$ cat config.mk
export PLATFORM = sky130hd
export DESIGN_NAME = sorted_squares_merge
export DESIGN_NICKNAME = d
export VERILOG_FILES = /design/src/sv/ssm_pkg.sv /design/src/sv/ssm_ram.sv /design/src/sv/ssm_select.sv /design/src/sv/sorted_squares_merge.sv
export SDC_FILE = /design/constraint.sdc
export NUM_CORES = 2
export LEC_CHECK = 0
export BUFFER_PORTS_ARGS = -buffer_cell sky130_fd_sc_hd__buf_2
export CAP_MARGIN = 20
export CORE_ASPECT_RATIO = 1.25
export CORE_UTILIZATION = 58
export CTS_CLUSTER_SIZE = 40
export DETAILED_ROUTE_END_ITERATION = 10
export GPL_ROUTABILITY_DRIVEN = 1
export GPL_TIMING_DRIVEN = 0
export PLACE_DENSITY = 0.77
export SLEW_MARGIN = 15
export SYNTH_ARGS = -nofsm -noshare
export SYNTH_HDL_FRONTEND = slang
export SYNTH_SLANG_ARGS = --single-unit
$ cat constraint.sdc
create_clock -name clock -period 7.5 [get_ports clock]
set_clock_uncertainty 0.1 [all_clocks]
set_input_delay 1.125 -clock clock [delete_from_list [all_inputs] [get_ports clock]]
set_output_delay 1.125 -clock clock [all_outputs]
set_load 0.005 [all_outputs]
$ cat src/sv/ssm_pkg.sv
// shared types and constants of the sorted squares merge block
// no dependencies
package ssm_pkg;

   // default sizing of the element store and the element width
   localparam int MAX_ELEMENTS_DEF = 64;
   localparam int VALUE_BITS_DEF   = 16;

   // width of one square on the result channel
   localparam int SQUARE_BITS = 31;

   // sequencer states
   typedef enum logic [1:0] {
      ST_IDLE,
      ST_PRIME,
      ST_MERGE
   } state_type;

   // which merge sides still hold elements
   typedef struct packed {
      logic lo;
      logic hi;
   } avail_type;

endpackage

$ cat src/sv/ssm_ram.sv
// generic synchronous ram, one write port and two registered read ports
// no dependencies
module ssm_ram #(
   parameter int WIDTH     = 16,
   parameter int DEPTH     = 64,
   parameter int ADDR_BITS = (DEPTH > 1) ? $clog2(DEPTH) : 1
) (
   input  logic                 clock,
   input  logic                 wr_en,
   input  logic [ADDR_BITS-1:0] wr_addr,
   input  logic [WIDTH-1:0]     wr_data,
   input  logic [ADDR_BITS-1:0] rd_addr_a,
   output logic [WIDTH-1:0]     rd_data_a,
   input  logic [ADDR_BITS-1:0] rd_addr_b,
   output logic [WIDTH-1:0]     rd_data_b
);

   logic [WIDTH-1:0] mem [DEPTH];

   // write port
   always_ff @(posedge clock) begin
      if (wr_en) begin
         mem[wr_addr] <= wr_data;
      end
   end

   // registered read ports
   always_ff @(posedge clock) begin
      rd_data_a <= mem[rd_addr_a];
      rd_data_b <= mem[rd_addr_b];
   end

endmodule

$ cat src/sv/ssm_select.sv
// merge decision: compares the low and high candidates and squares the winner
// depends on ssm_pkg
module ssm_select #(
   parameter int VALUE_BITS = ssm_pkg::VALUE_BITS_DEF
) (
   input  ssm_pkg::avail_type              avail,
   input  logic signed [VALUE_BITS-1:0]    lo_raw,
   input  logic signed [VALUE_BITS-1:0]    hi_raw,
   output logic                            take_lo,
   output logic [ssm_pkg::SQUARE_BITS-1:0] square
);

   import ssm_pkg::*;

   localparam int PROD_BITS = 2 * VALUE_BITS;

   logic [VALUE_BITS-1:0] lo_abs;
   logic [VALUE_BITS-1:0] hi_abs;
   logic [PROD_BITS-1:0]  lo_prod;
   logic [PROD_BITS-1:0]  hi_prod;
   logic                  lo_smaller;

   // magnitudes; the most negative value still fits unsigned
   assign lo_abs = lo_raw[VALUE_BITS-1] ? (~lo_raw + VALUE_BITS'(1)) : lo_raw;
   assign hi_abs = hi_raw[VALUE_BITS-1] ? (~hi_raw + VALUE_BITS'(1)) : hi_raw;

   // low side by magnitude against high side as signed
   assign lo_smaller = !hi_raw[VALUE_BITS-1] && (lo_abs < hi_abs);

   // once one side runs dry the other keeps going
   assign take_lo = avail.lo && (!avail.hi || lo_smaller);

   // both squares in parallel, then pick
   assign lo_prod = PROD_BITS'(lo_abs) * PROD_BITS'(lo_abs);
   assign hi_prod = PROD_BITS'(hi_abs) * PROD_BITS'(hi_abs);
   assign square  = take_lo ? SQUARE_BITS'(lo_prod) : SQUARE_BITS'(hi_prod);

endmodule

$ cat src/sv/sorted_squares_merge.sv
// top level of the sorted squares merge block
// depends on ssm_pkg, ssm_ram and ssm_select
//
// Loads a run of signed values (ascending) one per cycle while busy is low: a
// transaction is taken on each clock with start high and busy low, and the
// one with req_is_last set closes the run. Values past MAX_ELEMENTS are
// dropped, but the last flag still closes the run. Leading negatives set the
// split point. After the last transaction busy rises while the block primes
// the element memory's two read ports, then gives one square per stored
// element, one per cycle in ascending order from the two-pointer merge,
// each on rsp_square for a single cycle with rsp_strobe high and the final
// one flagged by rsp_end_of_run. Results cannot be held off, so the
// receiver must take every strobe. The merge rate is set by the registered
// read of the element memory, fed back to its read address each cycle.
module sorted_squares_merge #(
   parameter int MAX_ELEMENTS = ssm_pkg::MAX_ELEMENTS_DEF,
   parameter int VALUE_BITS   = ssm_pkg::VALUE_BITS_DEF
) (
   input  logic                            clock,
   input  logic                            reset,
   input  logic                            start,
   output logic                            busy,
   input  logic signed [VALUE_BITS-1:0]    req_value,
   input  logic                            req_is_last,
   output logic                            rsp_strobe,
   output logic [ssm_pkg::SQUARE_BITS-1:0] rsp_square,
   output logic                            rsp_end_of_run
);

   import ssm_pkg::*;

   localparam int CNT_W  = $clog2(MAX_ELEMENTS + 1);
   localparam int ADDR_W = (MAX_ELEMENTS > 1) ? $clog2(MAX_ELEMENTS) : 1;

   state_type state_ff, state_in;

   logic [CNT_W-1:0] count_ff, count_in;
   logic [CNT_W-1:0] neg_ff,   neg_in;
   logic [CNT_W-1:0] lp_ff,    lp_in;
   logic [CNT_W-1:0] hp_ff,    hp_in;
   logic [CNT_W-1:0] emit_ff,  emit_in;

   logic                   rsp_strobe_ff, rsp_strobe_in;
   logic [SQUARE_BITS-1:0] rsp_square_ff, rsp_square_in;
   logic                   rsp_end_ff,    rsp_end_in;

   logic                   accept;
   logic                   last_emit;
   logic [CNT_W-1:0]       emit_next;
   logic                   wr_en;
   logic [ADDR_W-1:0]      rd_lo_addr;
   logic [ADDR_W-1:0]      rd_hi_addr;
   logic [VALUE_BITS-1:0]  lo_data;
   logic [VALUE_BITS-1:0]  hi_data;
   avail_type              avail;
   logic                   take_lo;
   logic [SQUARE_BITS-1:0] pick_square;

   assign busy      = (state_ff != ST_IDLE);
   assign accept    = start && !busy;
   assign emit_next = emit_ff + CNT_W'(1);
   assign last_emit = (emit_next == count_ff);

   // element store; read addresses follow the next pointers so the data
   // lines up with the registered pointers
   assign rd_lo_addr = ADDR_W'(lp_in - CNT_W'(1));
   assign rd_hi_addr = ADDR_W'(hp_in);

   ssm_ram #(
      .WIDTH     (VALUE_BITS),
      .DEPTH     (MAX_ELEMENTS),
      .ADDR_BITS (ADDR_W)
   ) u_store (
      .clock     (clock),
      .wr_en     (wr_en),
      .wr_addr   (ADDR_W'(count_ff)),
      .wr_data   (req_value),
      .rd_addr_a (rd_lo_addr),
      .rd_data_a (lo_data),
      .rd_addr_b (rd_hi_addr),
      .rd_data_b (hi_data)
   );

   // merge decision and square
   assign avail.lo = (lp_ff != '0);
   assign avail.hi = (hp_ff < count_ff);

   ssm_select #(
      .VALUE_BITS (VALUE_BITS)
   ) u_select (
      .avail   (avail),
      .lo_raw  (lo_data),
      .hi_raw  (hi_data),
      .take_lo (take_lo),
      .square  (pick_square)
   );

   // next state
   always_comb begin
      state_in = state_ff;
      unique case (state_ff)
         ST_IDLE: begin
            if (accept && req_is_last) begin
               state_in = ST_PRIME;
            end
         end
         ST_PRIME: begin
            state_in = ST_MERGE;
         end
         ST_MERGE: begin
            if (last_emit) begin
               state_in = ST_IDLE;
            end
         end
         default: begin
            state_in = ST_IDLE;
         end
      endcase
   end

   // counters, pointers and result register
   always_comb begin
      count_in      = count_ff;
      neg_in        = neg_ff;
      lp_in         = lp_ff;
      hp_in         = hp_ff;
      emit_in       = emit_ff;
      wr_en         = 1'b0;
      rsp_strobe_in = 1'b0;
      rsp_square_in = rsp_square_ff;
      rsp_end_in    = rsp_end_ff;
      unique case (state_ff)
         ST_IDLE: begin
            if (accept) begin
               // store while there is room, extend the leading negatives
               if (count_ff < CNT_W'(MAX_ELEMENTS)) begin
                  wr_en    = 1'b1;
                  count_in = count_ff + CNT_W'(1);
                  if (req_value[VALUE_BITS-1] && (neg_ff == count_ff)) begin
                     neg_in = neg_ff + CNT_W'(1);
                  end
               end
               // both pointers start at the split
               if (req_is_last) begin
                  lp_in   = neg_in;
                  hp_in   = neg_in;
                  emit_in = '0;
               end
            end
         end
         ST_PRIME: begin
            // read ports are loaded from the pointers this cycle
         end
         ST_MERGE: begin
            rsp_strobe_in = 1'b1;
            rsp_square_in = pick_square;
            rsp_end_in    = last_emit;
            emit_in       = emit_next;
            if (take_lo) begin
               lp_in = lp_ff - CNT_W'(1);
            end else begin
               hp_in = hp_ff + CNT_W'(1);
            end
            // run done, clear for the next one
            if (last_emit) begin
               count_in = '0;
               neg_in   = '0;
               lp_in    = '0;
               hp_in    = '0;
            end
         end
         default: begin
         end
      endcase
   end

   // control registers
   always_ff @(posedge clock) begin
      if (reset) begin
         state_ff      <= ST_IDLE;
         count_ff      <= '0;
         neg_ff        <= '0;
         lp_ff         <= '0;
         hp_ff         <= '0;
         emit_ff       <= '0;
         rsp_strobe_ff <= 1'b0;
      end else begin
         state_ff      <= state_in;
         count_ff      <= count_in;
         neg_ff        <= neg_in;
         lp_ff         <= lp_in;
         hp_ff         <= hp_in;
         emit_ff       <= emit_in;
         rsp_strobe_ff <= rsp_strobe_in;
      end
   end

   // result payload
   always_ff @(posedge clock) begin
      rsp_square_ff <= rsp_square_in;
      rsp_end_ff    <= rsp_end_in;
   end

   assign rsp_strobe     = rsp_strobe_ff;
   assign rsp_square     = rsp_square_ff;
   assign rsp_end_of_run = rsp_end_ff;

endmodule

[Yosys cells after proc, flatten, opt, wreduce, memory -nomap -nowiden]
Memories as Yosys holds them, arrays and structs flattened. A register that Yosys moved wholly into a read port is not among the register bits.
Index checks and enable logic that the tools add are counted.
Cells by class
  order comparisons: 3
  $mul: 2
  equality and inequality tests: 10
  bitwise logic cells: 2
  $add $sub $neg: 8
  muxes and demuxes: 33
  reductions and logical operators: 18
Operators with widths (count)
  7-bit two-way mux: 16
  7-bit one-hot mux with 2 select lines: 5
  16-bit by 16-bit multiplier with 31-bit output: 2
  16-bit by 2-bit adder with 16-bit output (second input constant): 2
  16-bit two-way mux: 2
  16-bit NOT: 2
  31-bit two-way mux: 1
  7-bit by 1-bit adder with 7-bit output (second input constant): 4
  16-bit < comparator: 1
  7-bit == test: 2
  2-bit != test (second input constant): 5
  4-bit AND reduction: 2
  7-bit < comparator: 1
  7-bit < comparator (second input constant): 1
  7-bit nonzero test: 1
  7-bit by 1-bit subtractor with 7-bit output (second input constant): 1
  1-bit two-way mux: 6
  2-bit one-hot mux with 3 select lines: 1
  3-bit AND reduction: 2
  6-bit by 1-bit subtractor with 6-bit output (second input constant): 1
  1-bit logical AND: 5
  2-bit two-way mux: 2
  2-bit nonzero test: 2
  1-bit zero test: 3
  6 further kinds: 6
Storage, ports and cells
  memory bits (writable): 1024
  input bits: 20
  memories: 1
  register bits: 70
  output and inout bits: 34
  logic and storage cells: 87
Memories
  u_store.mem: words 64, width 16, read ports 2, clocked after Yosys merged registers in 2, wr ports 1, RTL line ssm_ram.sv:18  | logic [WIDTH-1:0] mem [DEPTH];

[Longest topological paths before layout]
  word-level depth: 11
  depth in mapped cells: 36
  depth with buffers taken out: 33

[Modules after synthesis]
Synthesis repeated with hierarchy kept, for this count alone.
Second synthesis, totals
  cells, all modules: 4689
  area total of the unflattened synthesis: 67399.6 sq um
Modules (own cells, without submodules)
  ssm_ram: area each 48836.8 sq um, sequential area each 31390.1 sq um, instances 1, cells each 2582
  ssm_select: area each 14854.2 sq um, sequential area each 0.0 sq um, instances 1, cells each 1730
  sorted_squares_merge: area each 3708.6 sq um, sequential area each 1721.7 sq um, instances 1, cells each 377

[Least setup slack after synthesis]
No wires, ideal clock.
  path type: reg-to-reg
  from: register u_store.rd_data_b[0], read port of u_store.mem
  to: register rsp_square_ff[28], in the netlist rsp_square[28], data pin
  data required time: 7127 ps
  stages on the path, launching flop included: 34
  path buffers: 2
  arrival: 7861 ps
  period minus slack after synthesis: 8234 ps
  setup time: 273 ps
  path slack: -734 ps
  cell sequence: dfxtp_1 > clkbuf_1 > inv_1 > clkbuf_1 > ha_1 > nand2_1 > or3_1 > or2_2 > o41ai_1 > xnor2_1 > clkinv_1 > nor2_1 > fa_1 > inv_1 > fa_1 > inv_1 > fa_1 > fa_1 > fa_1 > inv_1 > fa_1 > inv_1 > ha_1 > a21o_1 > a21o_1 > a21o_1 > a21o_1 > a21o_1 > a21oi_1 > a21oi_1 > nor2_1 > o21ai_0 > mux2i_1 > o211ai_1
Between the ends
  longest elaborated chain between the ends: 8
  elaborated cells between the ends (all ways): 9
  those cells by class: 1 x add/sub; 1 x mul; 1 x order compare; 2 x mux; 1 x bitwise; 3 x reduce/logical
Ends and longest elaborated chain
  start, declared: RTL line ssm_ram.sv:15  | output logic [WIDTH-1:0] rd_data_b
  16-bit NOT: RTL line ssm_select.sv:25  | assign hi_abs = hi_raw[VALUE_BITS-1] ? (~hi_raw + VALUE_BITS'(1)) : hi_raw;
  16-bit by 2-bit adder with 16-bit output: RTL line ssm_select.sv:25
  16-bit two-way mux *: RTL line ssm_select.sv:25
  parallel branches: the longest is 4 deep, another holds 16-bit by 16-bit multiplier with 31-bit output
  31-bit two-way mux *: RTL line ssm_select.sv:36  | assign square = take_lo ? SQUARE_BITS'(lo_prod) : SQUARE_BITS'(hi_prod);
  via pick_square[28]: RTL line sorted_squares_merge.sv:57  | logic [SQUARE_BITS-1:0] pick_square;
  end signal, assigned: RTL line sorted_squares_merge.sv:200  | rsp_square_ff <= rsp_square_in;
  end, declared: RTL line sorted_squares_merge.sv:44  | logic [SQUARE_BITS-1:0] rsp_square_ff, rsp_square_in;
Mark *: on every way through the listed nets, which the timed path passes.
A chain may end at the register's enable or synchronous reset.

[Worst setup path in the final report]
  from: register u_store.rd_data_a[4], read port of u_store.mem
  to: register rsp_square_ff[27], in the netlist rsp_square[27], data pin
Between the ends
  longest elaborated chain between the ends: 8
  elaborated cells between the ends (all ways): 9
  those cells by class: 1 x add/sub; 1 x mul; 1 x order compare; 2 x mux; 1 x bitwise; 3 x reduce/logical
Ends and longest elaborated chain
  start, declared: RTL line ssm_ram.sv:13  | output logic [WIDTH-1:0] rd_data_a,
  16-bit NOT: RTL line ssm_select.sv:24  | assign lo_abs = lo_raw[VALUE_BITS-1] ? (~lo_raw + VALUE_BITS'(1)) : lo_raw;
  16-bit by 2-bit adder with 16-bit output: RTL line ssm_select.sv:24
  16-bit two-way mux *: RTL line ssm_select.sv:24
  parallel branches: the longest is 4 deep, another holds 16-bit by 16-bit multiplier with 31-bit output
  31-bit two-way mux *: RTL line ssm_select.sv:36
  via pick_square[27]: RTL line sorted_squares_merge.sv:57
Marked as above.

==> metrics.cfg <==
[cts]
clock_path_buffers = 3
cts.sinks = 1125
clock_latency_ns = 0.79
clk_pin_slew_ns = 0.07
cts-buffers-inserted = 108
cts_root_buf = clkbuf_16
htreeDepth = 3
cts_tree = done

[worst_setup_path]
rrSetupSlack_ns = -0.42
crit_path_max_incr_delay_ns = 0.60
crit_slowest_cell = fa_2
endpoint_kind = flop
critPathKind = flop to flop
rr_startpoint = u_store.rd_data_a[4]
startpoint_type = flop
arrival_ns = 8.32
cp_data_required_time_ns = 7.89
rr_worst_depth = 29
reg2reg_to = rsp_square[27]
critPathMaxFanout = 3

[floorplan]
core_area_sq_um = 117000
pin_count = 54
die_w_um = 309
fp.dieH_um = 386
die_area_sq_um = 119000
std_cell_rows = 140
initial_core_util_pct = 58.5

[timing]
max_slew_margin_pct = 15.7
finalHoldViolCount = 0
worst_slew_pin_slew_ns = 1.26
period_needed_ns = 7.92
period_share_pct = 106
whs_ns = 0.436
setup_slack_ns = -0.425
fmax_mhz = 126
finalMaxSlewViolations = 0
setup_viol_count_final = 23
rsz0062_at_grt = yes

[global_routing]
grt_pass1_wl_um = 360000
grt_pass1_vias = 52300
gr-usage-all-layers_pct = 43.2
grt_max_degree = 65
antenna_found_initial = 25
grt_overflow_total = 0

[synthesis]
synth-edff-count = 1055
synthCells = 5379
syn_area_sq_um = 68300
synth_flop_cell = edfxtp_1
synth_area_per_cell_sq_um = 12.7
synth.most_common_cell = edfxtp_1
synth_top_area_share_pct = 46.4
ys_top_cells_by_count = 1,055 x edfxtp_1, 613 x nand2_1, 470 x inv_1
netlist_top_cells_area = edfxtp_1 46%, mux4_2 9.9%, fa_1 9.6%, ha_1 4.0%, mux2i_1 3.9%
ys_ff_latch = 1125
ys_types = 80
ys_warn_count = 0
async_flop_share_pct = 0
yosysTopAreaCell = edfxtp_1
ys_seq_area_share_pct = 48.4

[detailed_routing]
drcViolationCount = 0
drt-initial-drc-count = 7737
postRouteAntennaNets = 0
drt_wl_total_um = 256000
wl_per_cell_um = 34.7
vias = 52400
viasPerCell = 7.09
drt_pass1_iterations = 8

[worst_hold_path]
min_delay_path_depth = 2
worstHoldPathType = flop to flop
min_from = neg_ff[6]
whs_endpoint = neg_ff[6]

[outcome]
failed_checks = negative setup slack
status = complete, but fails checks

[place]
dp_hpwl_um = 184000
gp_congestion = 1.07
portBuffers = 52

[final_layout]
drive_gt1_share_pct = 21.4
layout.nets = 6292
areaGrowthSynthToFinish_pct = 15.6

[run]
max-cap-violations = 0

through the flow:
step	setup WS, ns	cells	util [%]	area (sq um)	TNS [ns]
after floorplan	0.00713	5400	-	68600	0
after global placement	-4.16	7014	60.7	70800	-122.37
after detailed placement	-3.61	7092	61.8	72100	-102.36
after CTS	-0.273	7355	66.8	77900	-1.39
after global routing	-0.588	7383	67.6	78900	-5.46
final	-0.425	7391	67.7	78900	-3.61
cell usage in the layout, fill, tap and decap left out, types with 38 or more instances in the layout:
| cell type | n |
|---|---|
| nor2_1 | 190 |
| edfxtp_1 | 1055 |
| buf_6 | 46 |
| a221oi_1 | 84 |
| xnor2_1 | 54 |
| a21o_1 | 40 |
| ha_1 | 193 |
| nand4_1 | 106 |
| o31ai_1 | 40 |
| mux4_2 | 301 |
| o211ai_1 | 54 |
| dfxtp_1 | 63 |
| fa_1 | 311 |
| inv_1 | 446 |
| clkbuf_16 | 114 |
| buf_2 | 98 |
| mux2i_1 | 266 |
| clkbuf_1 | 171 |
| nor2_2 | 73 |
| a21oi_1 | 68 |
| clkbuf_2 | 60 |
| buf_4 | 109 |
| nand3_1 | 233 |
| and3_1 | 106 |
| a32oi_1 | 41 |
| nand2_1 | 588 |
| a2111oi_0 | 56 |
| a211oi_1 | 38 |
| buf_8 | 43 |
critical path, delay by kind of cell (launching register included):
| kind | cells | cell delay, ns |
|---|---|---|
| muxes | 1 | 0.13 |
| adders and majority gates | 7 | 3.32 |
| and+or+nand+nor | 12 | 2.57 |
| xor gates and xnor gates | 1 | 0.19 |
| buffers and inverters | 5 | 0.37 |
| AOI/OAI and AO/OA | 3 | 0.62 |
| DFF | 1 | 0.36 |
area by class of cell:
class                      count  area [sq um]
multi-input combinational   3440         34400
antenna                       10          25.0
inverter                     486          1910
fill                        8151         37700
sequential                  1125         33100
buffer                       339          1780
clock inverter                65           649
tap                         1562          1950
clock buffer                 136          2920
timing repair buffer         228          2210
flip-flops by register name, summed over array words and instances (netlist names):
register / count
emit_ff: 7
hp_ff: 7
rsp_strobe: 1
neg_ff: 7
count_ff: 7
rsp_end_of_run: 1
u_store.mem: 1024
u_store.rd_data_a: 16
lp_ff: 7
u_store.rd_data_b: 16
state_ff: 2
rsp_square: 30
timing repair:
action | CTS | global route
hold endpoints to repair | 0 | 0
cloned | 1 | 1
buffers inserted | 67 | 26
gates resized for setup | 413 | 242
setup endpoints to repair | 53 | 48
pin swaps | 92 | 90
hold buffers | 0 | 0
layer usage:
metal	global-route usage [%]	vias to the layer above	routed length (um)
met5	0	-	112
met3	12.6	1271	32600
li1	-	20900	-
met2	67.1	4443	115000
met1	49.0	25800	80000
met4	37.6	18	28400
kinds of logic (layout without fill, tap and decap cells):
family / after synthesis / in the layout / share of synthesized area [%]
xor+xnor: 117 / 118 / 1.51
compound gates: 685 / 685 / 7.72
flops: 1125 / 1125 / 48.4
other cells: 2 / 33 / 0.0110
buf+inv: 836 / 1254 / 4.74
fa+ha+maj: 544 / 544 / 13.5
mux: 568 / 568 / 13.8
simple gates: 1502 / 1502 / 10.2
worst max-delay path by stage:
stage                              start                    to
floorplan           u_store.rd_data_b[0]        rsp_square[29]
global placement    u_store.rd_data_b[0]  u_store.rd_data_a[3]
detailed placement  u_store.rd_data_b[0]  u_store.rd_data_a[5]
CTS                 u_store.rd_data_a[4]        rsp_square[27]
global route        u_store.rd_data_a[4]        rsp_square[27]
finish              u_store.rd_data_a[4]        rsp_square[27]
Power is left out: the tool's default activity adds up to more than one toggle a clock period on the data nets, which glitch-free logic cannot reach.
